<file path="src/rtl/ttss_pkg.sv">
// ----------------------------------------------------------------------------
// ttss_pkg
// shared types, codes and constants of the timed task slot scheduler
// ----------------------------------------------------------------------------
package ttss_pkg;

    // table size default and per-tick result limit
    localparam int unsigned SLOTS_DEF   = 16;
    localparam int unsigned MAX_RESULTS = 16;

    // field widths
    localparam int unsigned ACT_W  = 2;
    localparam int unsigned TASK_W = 8;
    localparam int unsigned TIME_W = 32;
    localparam int unsigned CNT_W  = 16;
    localparam int unsigned STAT_W = 3;
    localparam int unsigned SLOT_W = 4;
    localparam int unsigned CFGI_W = 1;
    localparam int unsigned CFGD_W = 32;

    // config reset values and register indexes
    localparam logic [TIME_W-1:0] MAX_LAG_RST = 32'd1000;
    localparam logic [CFGI_W-1:0] CFG_LAG_EN  = 1'd0;
    localparam logic [CFGI_W-1:0] CFG_MAX_LAG = 1'd1;

    // repeat count meaning endless
    localparam logic signed [CNT_W-1:0] CNT_ENDLESS = -16'sd1;
    localparam logic signed [CNT_W-1:0] CNT_ZERO    = 16'sd0;

    typedef enum logic [ACT_W-1:0] {
        ACT_SCHEDULE = 2'd0,
        ACT_TICK     = 2'd1,
        ACT_CLEAR    = 2'd2
    } t_action;

    typedef enum logic [STAT_W-1:0] {
        ST_SCHEDULED = 3'd0,
        ST_FULL      = 3'd1,
        ST_FIRED     = 3'd2,
        ST_NONE_DUE  = 3'd3,
        ST_CLEARED   = 3'd4
    } t_status;

    typedef enum logic [1:0] {
        S_IDLE,
        S_FIND,
        S_SCAN,
        S_FLUSH
    } t_state;

    // one slot entry as kept in the slot memory
    typedef struct packed {
        logic [TASK_W-1:0]        tsk_id;
        logic [TIME_W-1:0]        due;
        logic                     repeats;
        logic [TIME_W-1:0]        interval;
        logic signed [CNT_W-1:0]  count;
    } t_slot_rec;

    localparam int unsigned REC_W = $bits(t_slot_rec);

    // controller to datapath
    typedef struct packed {
        logic load;      // latch the request fields
        logic clear;     // drop every slot, report cleared
        logic sched_wr;  // write request into the slot at the search index
        logic full;      // report table full
        logic rd;        // read the slot at the scan index
        logic eval;      // slot read last cycle is checked
        logic flush;     // report final tick result
    } t_ctl_cmd;

    // datapath to controller
    typedef struct packed {
        logic idx_active;  // slot at search index is in use
        logic fire;        // slot under check is due
    } t_dp_stat;

endpackage

</file>
<file path="src/rtl/ttss_ram.sv">
// ----------------------------------------------------------------------------
// ttss_ram
// simple dual port ram, one write and one registered read per cycle
// ----------------------------------------------------------------------------
module ttss_ram #(
    parameter int unsigned WIDTH = 8,
    parameter int unsigned DEPTH = 16,
    parameter int unsigned AW    = (DEPTH > 1) ? $clog2(DEPTH) : 1
) (
    input  logic             i_clk,
    input  logic             i_we,
    input  logic [AW-1:0]    i_waddr,
    input  logic [WIDTH-1:0] i_wdata,
    input  logic             i_re,
    input  logic [AW-1:0]    i_raddr,
    output logic [WIDTH-1:0] o_rdata
);

    logic [WIDTH-1:0] r_mem [DEPTH];
    logic [WIDTH-1:0] r_rdata;

    always_ff @(posedge i_clk) begin
        if (i_we) begin
            r_mem[i_waddr] <= i_wdata;
        end
        if (i_re) begin
            r_rdata <= r_mem[i_raddr];
        end
    end

    assign o_rdata = r_rdata;

endmodule

</file>
<file path="src/rtl/ttss_ctrl.sv">
// ----------------------------------------------------------------------------
// ttss_ctrl
// sequencer for slot search, tick scan and final result
// ----------------------------------------------------------------------------
module ttss_ctrl #(
    parameter int unsigned SLOTS = ttss_pkg::SLOTS_DEF,
    parameter int unsigned IW    = (SLOTS > 1) ? $clog2(SLOTS) : 1
) (
    input  logic                           i_clk,
    input  logic                           i_rst_n,
    input  logic                           i_start,
    input  logic [ttss_pkg::ACT_W-1:0]     i_action,
    output logic                           o_busy,
    input  ttss_pkg::t_dp_stat             i_stat,
    output ttss_pkg::t_ctl_cmd             o_cmd,
    output logic [IW-1:0]                  o_idx,
    output logic [IW-1:0]                  o_ev_idx
);

    localparam int unsigned FCW = $clog2(ttss_pkg::MAX_RESULTS + 1);
    localparam logic [IW-1:0]  LAST_IDX  = IW'(SLOTS - 1);
    localparam logic [FCW-1:0] LAST_FIRE = FCW'(ttss_pkg::MAX_RESULTS - 1);

    ttss_pkg::t_state r_state, n_state;
    logic [IW-1:0]    r_idx, n_idx;
    logic [IW-1:0]    r_ev_idx, n_ev_idx;
    logic             r_ev_vld, n_ev_vld;
    logic             r_rd_left, n_rd_left;
    logic [FCW-1:0]   r_fcnt, n_fcnt;

    always_ff @(posedge i_clk) begin
        if (!i_rst_n) begin
            r_state   <= ttss_pkg::S_IDLE;
            r_idx     <= '0;
            r_ev_idx  <= '0;
            r_ev_vld  <= 1'b0;
            r_rd_left <= 1'b0;
            r_fcnt    <= '0;
        end else begin
            r_state   <= n_state;
            r_idx     <= n_idx;
            r_ev_idx  <= n_ev_idx;
            r_ev_vld  <= n_ev_vld;
            r_rd_left <= n_rd_left;
            r_fcnt    <= n_fcnt;
        end
    end

    always_comb begin
        n_state   = r_state;
        n_idx     = r_idx;
        n_ev_idx  = r_ev_idx;
        n_ev_vld  = 1'b0;
        n_rd_left = r_rd_left;
        n_fcnt    = r_fcnt;
        o_cmd     = '0;

        case (r_state)
            ttss_pkg::S_IDLE: begin
                if (i_start) begin
                    o_cmd.load = 1'b1;
                    case (i_action)
                        ttss_pkg::ACT_SCHEDULE: begin
                            n_idx   = '0;
                            n_state = ttss_pkg::S_FIND;
                        end
                        ttss_pkg::ACT_TICK: begin
                            n_idx     = '0;
                            n_rd_left = 1'b1;
                            n_fcnt    = '0;
                            n_state   = ttss_pkg::S_SCAN;
                        end
                        ttss_pkg::ACT_CLEAR: begin
                            o_cmd.clear = 1'b1;
                        end
                        default: begin
                        end
                    endcase
                end
            end

            ttss_pkg::S_FIND: begin
                // one slot per cycle, lowest free slot wins
                if (!i_stat.idx_active) begin
                    o_cmd.sched_wr = 1'b1;
                    n_state        = ttss_pkg::S_IDLE;
                end else if (r_idx == LAST_IDX) begin
                    o_cmd.full = 1'b1;
                    n_state    = ttss_pkg::S_IDLE;
                end else begin
                    n_idx = r_idx + IW'(1);
                end
            end

            ttss_pkg::S_SCAN: begin
                // read stage
                if (r_rd_left) begin
                    o_cmd.rd = 1'b1;
                    n_ev_vld = 1'b1;
                    n_ev_idx = r_idx;
                    if (r_idx == LAST_IDX) begin
                        n_rd_left = 1'b0;
                    end else begin
                        n_idx = r_idx + IW'(1);
                    end
                end
                // check stage
                if (r_ev_vld) begin
                    o_cmd.eval = 1'b1;
                    if (i_stat.fire) begin
                        n_fcnt = r_fcnt + FCW'(1);
                    end
                    if ((i_stat.fire && r_fcnt == LAST_FIRE) || r_ev_idx == LAST_IDX) begin
                        n_ev_vld  = 1'b0;
                        n_rd_left = 1'b0;
                        n_state   = ttss_pkg::S_FLUSH;
                    end
                end
            end

            ttss_pkg::S_FLUSH: begin
                o_cmd.flush = 1'b1;
                n_state     = ttss_pkg::S_IDLE;
            end

            default: begin
                n_state = ttss_pkg::S_IDLE;
            end
        endcase
    end

    assign o_busy   = (r_state != ttss_pkg::S_IDLE);
    assign o_idx    = r_idx;
    assign o_ev_idx = r_ev_idx;

endmodule

</file>
<file path="src/rtl/ttss_dp.sv">
// ----------------------------------------------------------------------------
// ttss_dp
// slot table, config registers, due check and result registers
// ----------------------------------------------------------------------------
module ttss_dp #(
    parameter int unsigned SLOTS = ttss_pkg::SLOTS_DEF,
    parameter int unsigned IW    = (SLOTS > 1) ? $clog2(SLOTS) : 1
) (
    input  logic                                i_clk,
    input  logic                                i_rst_n,
    input  ttss_pkg::t_ctl_cmd                  i_cmd,
    output ttss_pkg::t_dp_stat                  o_stat,
    input  logic [IW-1:0]                       i_idx,
    input  logic [IW-1:0]                       i_ev_idx,
    input  logic [ttss_pkg::TASK_W-1:0]         i_task_id,
    input  logic [ttss_pkg::TIME_W-1:0]         i_trigger_time,
    input  logic                                i_repeat_req,
    input  logic [ttss_pkg::TIME_W-1:0]         i_repeat_interval,
    input  logic signed [ttss_pkg::CNT_W-1:0]   i_remaining_repeats,
    input  logic [ttss_pkg::TIME_W-1:0]         i_now,
    input  logic                                i_cfg_valid,
    input  logic [ttss_pkg::CFGI_W-1:0]         i_cfg_index,
    input  logic [ttss_pkg::CFGD_W-1:0]         i_cfg_data,
    output logic                                o_strobe,
    output logic [ttss_pkg::STAT_W-1:0]         o_status,
    output logic [ttss_pkg::SLOT_W-1:0]         o_slot,
    output logic [ttss_pkg::TASK_W-1:0]         o_fired_task,
    output logic                                o_finished,
    output logic                                o_lagging,
    output logic                                o_last
);

    // config
    logic                          r_lag_en;
    logic [ttss_pkg::TIME_W-1:0]   r_max_lag;

    // latched request
    logic [ttss_pkg::TASK_W-1:0]        r_in_task;
    logic [ttss_pkg::TIME_W-1:0]        r_in_trig;
    logic                               r_in_rep;
    logic [ttss_pkg::TIME_W-1:0]        r_in_intv;
    logic signed [ttss_pkg::CNT_W-1:0]  r_in_cnt;
    logic [ttss_pkg::TIME_W-1:0]        r_in_now;

    logic [SLOTS-1:0] r_active;

    // fired result waiting to learn whether it is the final one
    logic                          r_hold_vld;
    logic [ttss_pkg::SLOT_W-1:0]   r_hold_slot;
    logic [ttss_pkg::TASK_W-1:0]   r_hold_task;
    logic                          r_hold_fin;
    logic                          r_hold_lag;

    // result registers
    logic                          r_strobe;
    logic [ttss_pkg::STAT_W-1:0]   r_status, n_status;
    logic [ttss_pkg::SLOT_W-1:0]   r_slot, n_slot;
    logic [ttss_pkg::TASK_W-1:0]   r_ftask, n_ftask;
    logic                          r_fin, n_fin;
    logic                          r_lag, n_lag;
    logic                          r_last, n_last;
    logic                          n_strobe;

    // memory side
    logic                          ram_we;
    logic [IW-1:0]                 ram_waddr;
    logic [ttss_pkg::REC_W-1:0]    ram_wdata;
    logic [ttss_pkg::REC_W-1:0]    ram_rdata;

    ttss_pkg::t_slot_rec           rec_new, rec_rd, rec_upd;
    logic [ttss_pkg::TIME_W-1:0]   late;
    logic                          hit;
    logic                          lag;
    logic                          fin;
    logic                          fire_now;

    ttss_ram #(
        .WIDTH (ttss_pkg::REC_W),
        .DEPTH (SLOTS),
        .AW    (IW)
    ) u_ram (
        .i_clk   (i_clk),
        .i_we    (ram_we),
        .i_waddr (ram_waddr),
        .i_wdata (ram_wdata),
        .i_re    (i_cmd.rd),
        .i_raddr (i_idx),
        .o_rdata (ram_rdata)
    );

    always_comb begin
        // counts below endless are stored as endless
        rec_new.tsk_id   = r_in_task;
        rec_new.due      = r_in_trig;
        rec_new.repeats  = r_in_rep;
        rec_new.interval = r_in_intv;
        rec_new.count    = (r_in_cnt < ttss_pkg::CNT_ENDLESS) ? ttss_pkg::CNT_ENDLESS
                                                                : r_in_cnt;

        rec_rd = ttss_pkg::t_slot_rec'(ram_rdata);
        hit    = r_active[i_ev_idx] && (rec_rd.due <= r_in_now);
        late   = r_in_now - rec_rd.due;
        lag    = r_lag_en && (rec_rd.due != '0) && (late >= r_max_lag);

        // rearm or retire
        rec_upd = rec_rd;
        fin     = 1'b1;
        if (rec_rd.repeats) begin
            rec_upd.due = r_in_now + rec_rd.interval;
            if (rec_rd.count != ttss_pkg::CNT_ZERO) begin
                fin = 1'b0;
                if (rec_rd.count != ttss_pkg::CNT_ENDLESS) begin
                    rec_upd.count = rec_rd.count - ttss_pkg::CNT_W'(1);
                end
            end
        end

        fire_now = i_cmd.eval && hit;

        ram_we    = 1'b0;
        ram_waddr = i_idx;
        ram_wdata = rec_new;
        if (i_cmd.sched_wr) begin
            ram_we = 1'b1;
        end else if (fire_now) begin
            ram_we    = 1'b1;
            ram_waddr = i_ev_idx;
            ram_wdata = rec_upd;
        end

        n_strobe = 1'b0;
        n_status = r_status;
        n_slot   = r_slot;
        n_ftask  = r_ftask;
        n_fin    = r_fin;
        n_lag    = r_lag;
        n_last   = r_last;
        if (i_cmd.clear || i_cmd.sched_wr || i_cmd.full) begin
            n_strobe = 1'b1;
            n_slot   = '0;
            n_ftask  = '0;
            n_fin    = 1'b0;
            n_lag    = 1'b0;
            n_last   = 1'b1;
            if (i_cmd.clear) begin
                n_status = ttss_pkg::ST_CLEARED;
            end else if (i_cmd.sched_wr) begin
                n_status = ttss_pkg::ST_SCHEDULED;
                n_slot   = ttss_pkg::SLOT_W'(i_idx);
            end else begin
                n_status = ttss_pkg::ST_FULL;
            end
        end else if ((fire_now && r_hold_vld) || i_cmd.flush) begin
            // older fired result goes out, final one only on flush
            n_strobe = 1'b1;
            n_last   = i_cmd.flush;
            if (r_hold_vld) begin
                n_status = ttss_pkg::ST_FIRED;
                n_slot   = r_hold_slot;
                n_ftask  = r_hold_task;
                n_fin    = r_hold_fin;
                n_lag    = r_hold_lag;
            end else begin
                n_status = ttss_pkg::ST_NONE_DUE;
                n_slot   = '0;
                n_ftask  = '0;
                n_fin    = 1'b0;
                n_lag    = 1'b0;
            end
        end
    end

    // control state
    always_ff @(posedge i_clk) begin
        if (!i_rst_n) begin
            r_lag_en   <= 1'b0;
            r_max_lag  <= ttss_pkg::MAX_LAG_RST;
            r_active   <= '0;
            r_hold_vld <= 1'b0;
            r_strobe   <= 1'b0;
        end else begin
            if (i_cfg_valid) begin
                case (i_cfg_index)
                    ttss_pkg::CFG_LAG_EN:  r_lag_en  <= i_cfg_data[0];
                    ttss_pkg::CFG_MAX_LAG: r_max_lag <= i_cfg_data;
                    default: begin
                    end
                endcase
            end

            if (i_cmd.clear) begin
                r_active <= '0;
            end else if (i_cmd.sched_wr) begin
                r_active[i_idx] <= 1'b1;
            end else if (fire_now && fin) begin
                r_active[i_ev_idx] <= 1'b0;
            end

            if (i_cmd.load || i_cmd.flush) begin
                r_hold_vld <= 1'b0;
            end else if (fire_now) begin
                r_hold_vld <= 1'b1;
            end

            r_strobe <= n_strobe;
        end
    end

    // payload
    always_ff @(posedge i_clk) begin
        if (i_cmd.load) begin
            r_in_task <= i_task_id;
            r_in_trig <= i_trigger_time;
            r_in_rep  <= i_repeat_req;
            r_in_intv <= i_repeat_interval;
            r_in_cnt  <= i_remaining_repeats;
            r_in_now  <= i_now;
        end
        if (fire_now) begin
            r_hold_slot <= ttss_pkg::SLOT_W'(i_ev_idx);
            r_hold_task <= rec_rd.tsk_id;
            r_hold_fin  <= fin;
            r_hold_lag  <= lag;
        end
        r_status <= n_status;
        r_slot   <= n_slot;
        r_ftask  <= n_ftask;
        r_fin    <= n_fin;
        r_lag    <= n_lag;
        r_last   <= n_last;
    end

    assign o_stat.idx_active = r_active[i_idx];
    assign o_stat.fire       = hit;

    assign o_strobe     = r_strobe;
    assign o_status     = r_status;
    assign o_slot       = r_slot;
    assign o_fired_task = r_ftask;
    assign o_finished   = r_fin;
    assign o_lagging    = r_lag;
    assign o_last       = r_last;

endmodule

</file>
<file path="src/rtl/timed_task_slot_scheduler_core.sv">
// ----------------------------------------------------------------------------
// timed_task_slot_scheduler_core
// table of timed task slots: schedule, tick scan with firing, clear all
// ----------------------------------------------------------------------------
// clear: one result on the cycle after the request, block stays free
// schedule: one slot checked per cycle, result once a free slot or the last slot is reached
// tick: slot memory read one slot per cycle; the scan ends after the last slot
//   or at MAX_RESULTS firings, then the flush state follows; fired results
//   stream out during the scan, the final one from the flush state; busy till then
// receiver cannot stall: every result shows on the outputs for one cycle
// reset (synchronous, active low) empties the table and restores max lag 1000
module timed_task_slot_scheduler_core #(
    parameter int unsigned SLOTS = ttss_pkg::SLOTS_DEF
) (
    input  logic                                i_clk,
    input  logic                                i_rst_n,

    // request channel
    input  logic                                start,
    output logic                                busy,
    input  logic [ttss_pkg::ACT_W-1:0]          i_action,
    input  logic [ttss_pkg::TASK_W-1:0]         i_task_id,
    input  logic [ttss_pkg::TIME_W-1:0]         i_trigger_time,
    input  logic                                i_repeat_req,
    input  logic [ttss_pkg::TIME_W-1:0]         i_repeat_interval,
    input  logic signed [ttss_pkg::CNT_W-1:0]   i_remaining_repeats,
    input  logic [ttss_pkg::TIME_W-1:0]         i_now,

    // config write channel
    input  logic                                i_cfg_valid,
    output logic                                o_cfg_ready,
    input  logic [ttss_pkg::CFGI_W-1:0]         i_cfg_index,
    input  logic [ttss_pkg::CFGD_W-1:0]         i_cfg_data,

    // result channel
    output logic                                o_strobe,
    output logic [ttss_pkg::STAT_W-1:0]         o_status,
    output logic [ttss_pkg::SLOT_W-1:0]         o_slot,
    output logic [ttss_pkg::TASK_W-1:0]         o_fired_task,
    output logic                                o_finished,
    output logic                                o_lagging,
    output logic                                o_last
);

    // slot index width, one bit minimum for a single-slot table
    localparam int unsigned IW = (SLOTS > 1) ? $clog2(SLOTS) : 1;

    ttss_pkg::t_ctl_cmd cmd;
    ttss_pkg::t_dp_stat stat;
    logic [IW-1:0]      idx;     // search / read index
    logic [IW-1:0]      ev_idx;  // slot whose data is out of the memory
    logic               ctl_busy;

    // a request is taken only while the sequencer is idle
    logic               req_go;
    assign req_go = start && !ctl_busy;

    ttss_ctrl #(
        .SLOTS (SLOTS),
        .IW    (IW)
    ) u_ctrl (
        .i_clk    (i_clk),
        .i_rst_n  (i_rst_n),
        .i_start  (req_go),
        .i_action (i_action),
        .o_busy   (ctl_busy),
        .i_stat   (stat),
        .o_cmd    (cmd),
        .o_idx    (idx),
        .o_ev_idx (ev_idx)
    );

    ttss_dp #(
        .SLOTS (SLOTS),
        .IW    (IW)
    ) u_dp (
        .i_clk               (i_clk),
        .i_rst_n             (i_rst_n),
        .i_cmd               (cmd),
        .o_stat              (stat),
        .i_idx               (idx),
        .i_ev_idx            (ev_idx),
        .i_task_id           (i_task_id),
        .i_trigger_time      (i_trigger_time),
        .i_repeat_req        (i_repeat_req),
        .i_repeat_interval   (i_repeat_interval),
        .i_remaining_repeats (i_remaining_repeats),
        .i_now               (i_now),
        .i_cfg_valid         (i_cfg_valid),
        .i_cfg_index         (i_cfg_index),
        .i_cfg_data          (i_cfg_data),
        .o_strobe            (o_strobe),
        .o_status            (o_status),
        .o_slot              (o_slot),
        .o_fired_task        (o_fired_task),
        .o_finished          (o_finished),
        .o_lagging           (o_lagging),
        .o_last              (o_last)
    );

    // config registers take a write in any cycle
    assign o_cfg_ready = 1'b1;
    assign busy        = ctl_busy;

endmodule

</file>
<file path="config.mk">
export PLATFORM = sky130hd
export DESIGN_NAME = timed_task_slot_scheduler_core
export DESIGN_NICKNAME = d
export VERILOG_FILES = /design/src/rtl/ttss_pkg.sv /design/src/rtl/ttss_ram.sv /design/src/rtl/ttss_ctrl.sv /design/src/rtl/ttss_dp.sv /design/src/rtl/timed_task_slot_scheduler_core.sv
export SDC_FILE = /design/constraint.sdc
export NUM_CORES = 2
export LEC_CHECK = 0
export BUFFER_PORTS_ARGS = -buffer_cell sky130_fd_sc_hd__buf_2
export CORE_ASPECT_RATIO = 0.6
export CORE_UTILIZATION = 45
export DETAILED_ROUTE_END_ITERATION = 8
export SLEW_MARGIN = 25
export SYNTH_ARGS = -nofsm -noshare
export SYNTH_HDL_FRONTEND = slang
export SYNTH_SLANG_ARGS = --single-unit
</file>
<file path="constraint.sdc">
create_clock -name i_clk -period 9.85 [get_ports i_clk]
set_input_delay 1.97 -clock i_clk [delete_from_list [all_inputs] [get_ports i_clk]]
set_output_delay 1.97 -clock i_clk [all_outputs]
set_load 0.005 [all_outputs]
</file>
==> summary.md <==
| Metric | Value |
|---|---|
| Min Tclk post-route | `6.078 ns` |
| Clock share of power | `35.9%` |
| Number of detailed-route iterations in the first pass | `7` |
| Post-route cell area | `just under 80000 um^2` |
| Largest net degree at the start of global routing | `119` |
| Register area share after synthesis | `approximately 73%` |
| Layout area overhead | `13.20%` |
| Reg area | `just over 50000 um^2` |
| Syn Nets | `3877` |
| Clk buf depth | `3` |
| Crit path required time | `10.28 ns` |
| Comb pwr share | `around 15%` |
| Hold Vio Cnt, Final | `0` |
| CP Launch Type | `register` |
| # setup viols final | `0` |
| Die Span X | `510.4 um` |
| Clk slew on worst S/H paths | `approximately 0.08 ns` |
| Sw power | `4.543 mW` |
| Post-synth EDFFs | `1655` |
| Vias in the first global route | `34920` |
| RSZ-0062 raised after global routing | `false` |
| Crit-path cells | `inv_1, ha_1, fa_1, and2b_1, o2111ai_1, a41oi_2, o311ai_1, a21o_1, a2111o_1, or2_4, buf_4, nor3b_1, a31oi_1, nor2_4, buf_12` |
| Internal power | `13.29 mW` |
| Total Nets Final | `4129` |
| Clock Latency Late Sink | `0.81 ns` |
| Worst path arrival time | `about 6.5 ns` |
| WL final | `184500 um` |
| Final period util | `between 60% and 70%` |
| Tot GR Track Use | `23.69%` |
| Crit-path slowest cell | `a31oi_1` |
| Filler cells | `~12000` |
| CP bufs+invs | `3` |
| # port buffers | `about 180` |
| Setup crit end kind | `register` |
| Synthesized instance count | `3607` |
| Syn_area_per_cell | `19.35 um^2` |
| Setup Fix Bufs, Post-CTS | `0` |
| Sw frac | `about a quarter` |
| Clk_skew | `0.04235 ns` |
| Final slew viol count | `0` |
| Status | `completed` |
| Slew HR | `25.27%` |
| Row count | `111` |
| Initial antenna violation count | `21` |
| CTS tree | `done` |
| YS warnings | `0` |
| Crit Path Category | `reg -> reg` |
| TritonCTS buffer count | `159` |
| Total power | `17.83 mW` |
| Total of max-cap violations | `0` |
| Setup WS pre-CTS | `3.802 ns` |
| Routability cong. | `between 0.9 and 1` |
| Hold_ws | `0.4541 ns` |
| TNS Setup | `0 ns` |
| Ys flop type | `edfxtp_1` |
| Post-synth cell types | `74` |
| First-pass GRT wire length | `260000 um` |
| Initial Utilization | `45.51%` |
| Post-DP HPWL | `109200 um` |
| Worst Max-Slew Pin Slew | `1.117 ns` |
| Root Driver | `clkbuf_16` |
| Setup ws final | `3.772 ns` |
| Max incr delay on CP | `0.72 ns` |
| CP top delay family | `compound AO/OA/AOI/OAI gates` |
| Cell total after placement | `5731` |
| DRC viols | `0` |
| Grt ovf | `0` |
| Crit-path max FO | `75` |
| HP Class | `reg -> reg` |
| P_leak | `between 20 and 30 nW` |
| PwrDens | `225.7 nW/um^2` |
| Layout cell share with drive strength beyond 1 | `between 20% and 30%` |
| #FFs+latches synth | `1734` |
| Async SR Flop Fraction | `0%` |
| Area of the multi-input gates | `17620 um^2` |
| Routed wire per std cell | `just over 30 um` |
| Layout Cells excl Fill | `6030` |
| Peak supply drop | `0.1908 mV` |
| Total number of vias | `around 36000` |
| # H-tree levels | `4` |
| Core Box Area | `153300 um^2` |
| Most common cell after layout, fill and taps aside | `edfxtp_1` |
| Placed cell area | `73530 um^2` |
| Core Util, Final | `about half` |
| CTS resizes | `0` |
| Sinks on Clock Net | `1734` |
| Sequential Power Share | `49.0%` |
| Most frequent cells in the layout | `edfxtp_1, mux4_2, nand2_1` |
| IO Count | `181` |
| Via-per-instance ratio | `about 6.0` |
| Post-route ant nets | `0` |
| Max frequency | `between 150 and 200 MHz` |
| DIE AREA | `156700 um^2` |
| DIE HEIGHT | `307.0 um` |
| Starting DRT DRC Count | `4727` |
| Cell area after synthesis | `between 60000 and 70000 um^2` |
| Hold buffer count at cts | `0` |
cells in the mapped netlist, drive strengths merged, types with 16 or more instances:
library cell  instances  area share (%)
xor2                 22            0.28
inv                 108            0.58
nor4                 18            0.18
a21o                 36            0.39
nand2               279             1.5
nand3                32            0.23
ha                  108             1.9
nor2                 85            0.47
mux4                455              15
clkbuf               98            0.53
edfxtp             1655              71
xnor2                39            0.49
nand4                22            0.20
nand2b               20            0.18
a21oi               130            0.93
mux2i                25            0.36
buf                  70            0.45
a31oi                17            0.15
o21ai                91            0.65
dfxtp                79             2.3
nor3                 44            0.32
o211ai               16            0.17
flip-flops by register name, indices dropped and copies added (netlist names), 3 cells and up:
signal	count
u_dp.r_in_task	8
u_dp.r_in_now	32
u_dp.r_hold_task	8
u_ctrl.o_ev_idx	4
u_dp.u_ram.o_rdata	89
u_dp.r_in_trig	32
u_dp.o_slot	4
u_dp.o_fired_task	8
u_dp.u_ram.r_mem	1424
u_dp.o_status	3
u_ctrl.o_idx	4
u_dp.r_active	16
u_dp.r_in_cnt	16
u_ctrl.r_fcnt	5
u_dp.r_hold_slot	4
u_dp.r_max_lag	32
u_dp.r_in_intv	32
logic make-up after synthesis:
kind of cell / Yosys count / synth area share [%]
muxes: 482 / 15.08
AOI/OAI and AO/OA: 388 / 3.495
xor gates and xnor gates: 61 / 0.7656
and+or+nand+nor: 554 / 3.613
DFF: 1734 / 73.48
other: 1 / 0.005374
buffers and inverters: 277 / 1.563
adders and majority gates: 110 / 1.994
worst paths after layout:
check | slack (ns) | start | cells past startpoint | to
hold / removal | 0.45 | u_dp.o_last | 2 | u_dp.o_last
setup / recovery | 3.77 | u_dp.r_in_now[0] | 15 | u_dp.u_ram.r_mem[14][13]
hold reg to reg | 0.45 | u_dp.o_last | 2 | u_dp.o_last
setup reg to reg | 3.77 | u_dp.r_in_now[0] | 15 | u_dp.u_ram.r_mem[14][13]
cell type report:
| class | count | share of cell area [%] |
|---|---|---|
| sequential | 1734 | 64.93 |
| multi-input combinational | 1596 | 22.30 |
| clock buffer | 194 | 5.336 |
| tap | 2034 | 3.222 |
| timing repair buffer | 259 | 2.189 |
| clock inverter | 96 | 1.462 |
| inverter | 109 | 0.5338 |
| antenna | 8 | 0.02534 |
worst reg2reg max path, delay by kind of cell (launching register included):
family	cells	cell delay [ns]
AOI/OAI and AO/OA	6	2.74
and+or+nand+nor	4	1.01
DFF	1	0.41
adders and majority gates	2	0.37
buffers and inverters	3	1.04
power groups by stage:
stage | Clock [mW] | Sequential (mW) | Combinational, mW
final | 6.41 | 8.74 | 2.68
after floorplan | 0 | 8.83 | 1.84
after CTS | 6.52 | 8.74 | 2.68
after global placement | 0 | 8.90 | 2.65
after detailed placement | 0 | 8.90 | 2.67
after global routing | 6.80 | 8.76 | 2.90
metal layers:
metal / track usage [%] / vias up / share of wire (%)
li1: - / 15200 / -
met2: 31.10 / 1689 / 40
met3: 8.004 / 220 / 11
met1: 37.51 / 19100 / 46
met5: 0 / - / 0.021
met4: 5.469 / 6 / 2.0
No activity file was read; power rests on OpenSTA's default activity.
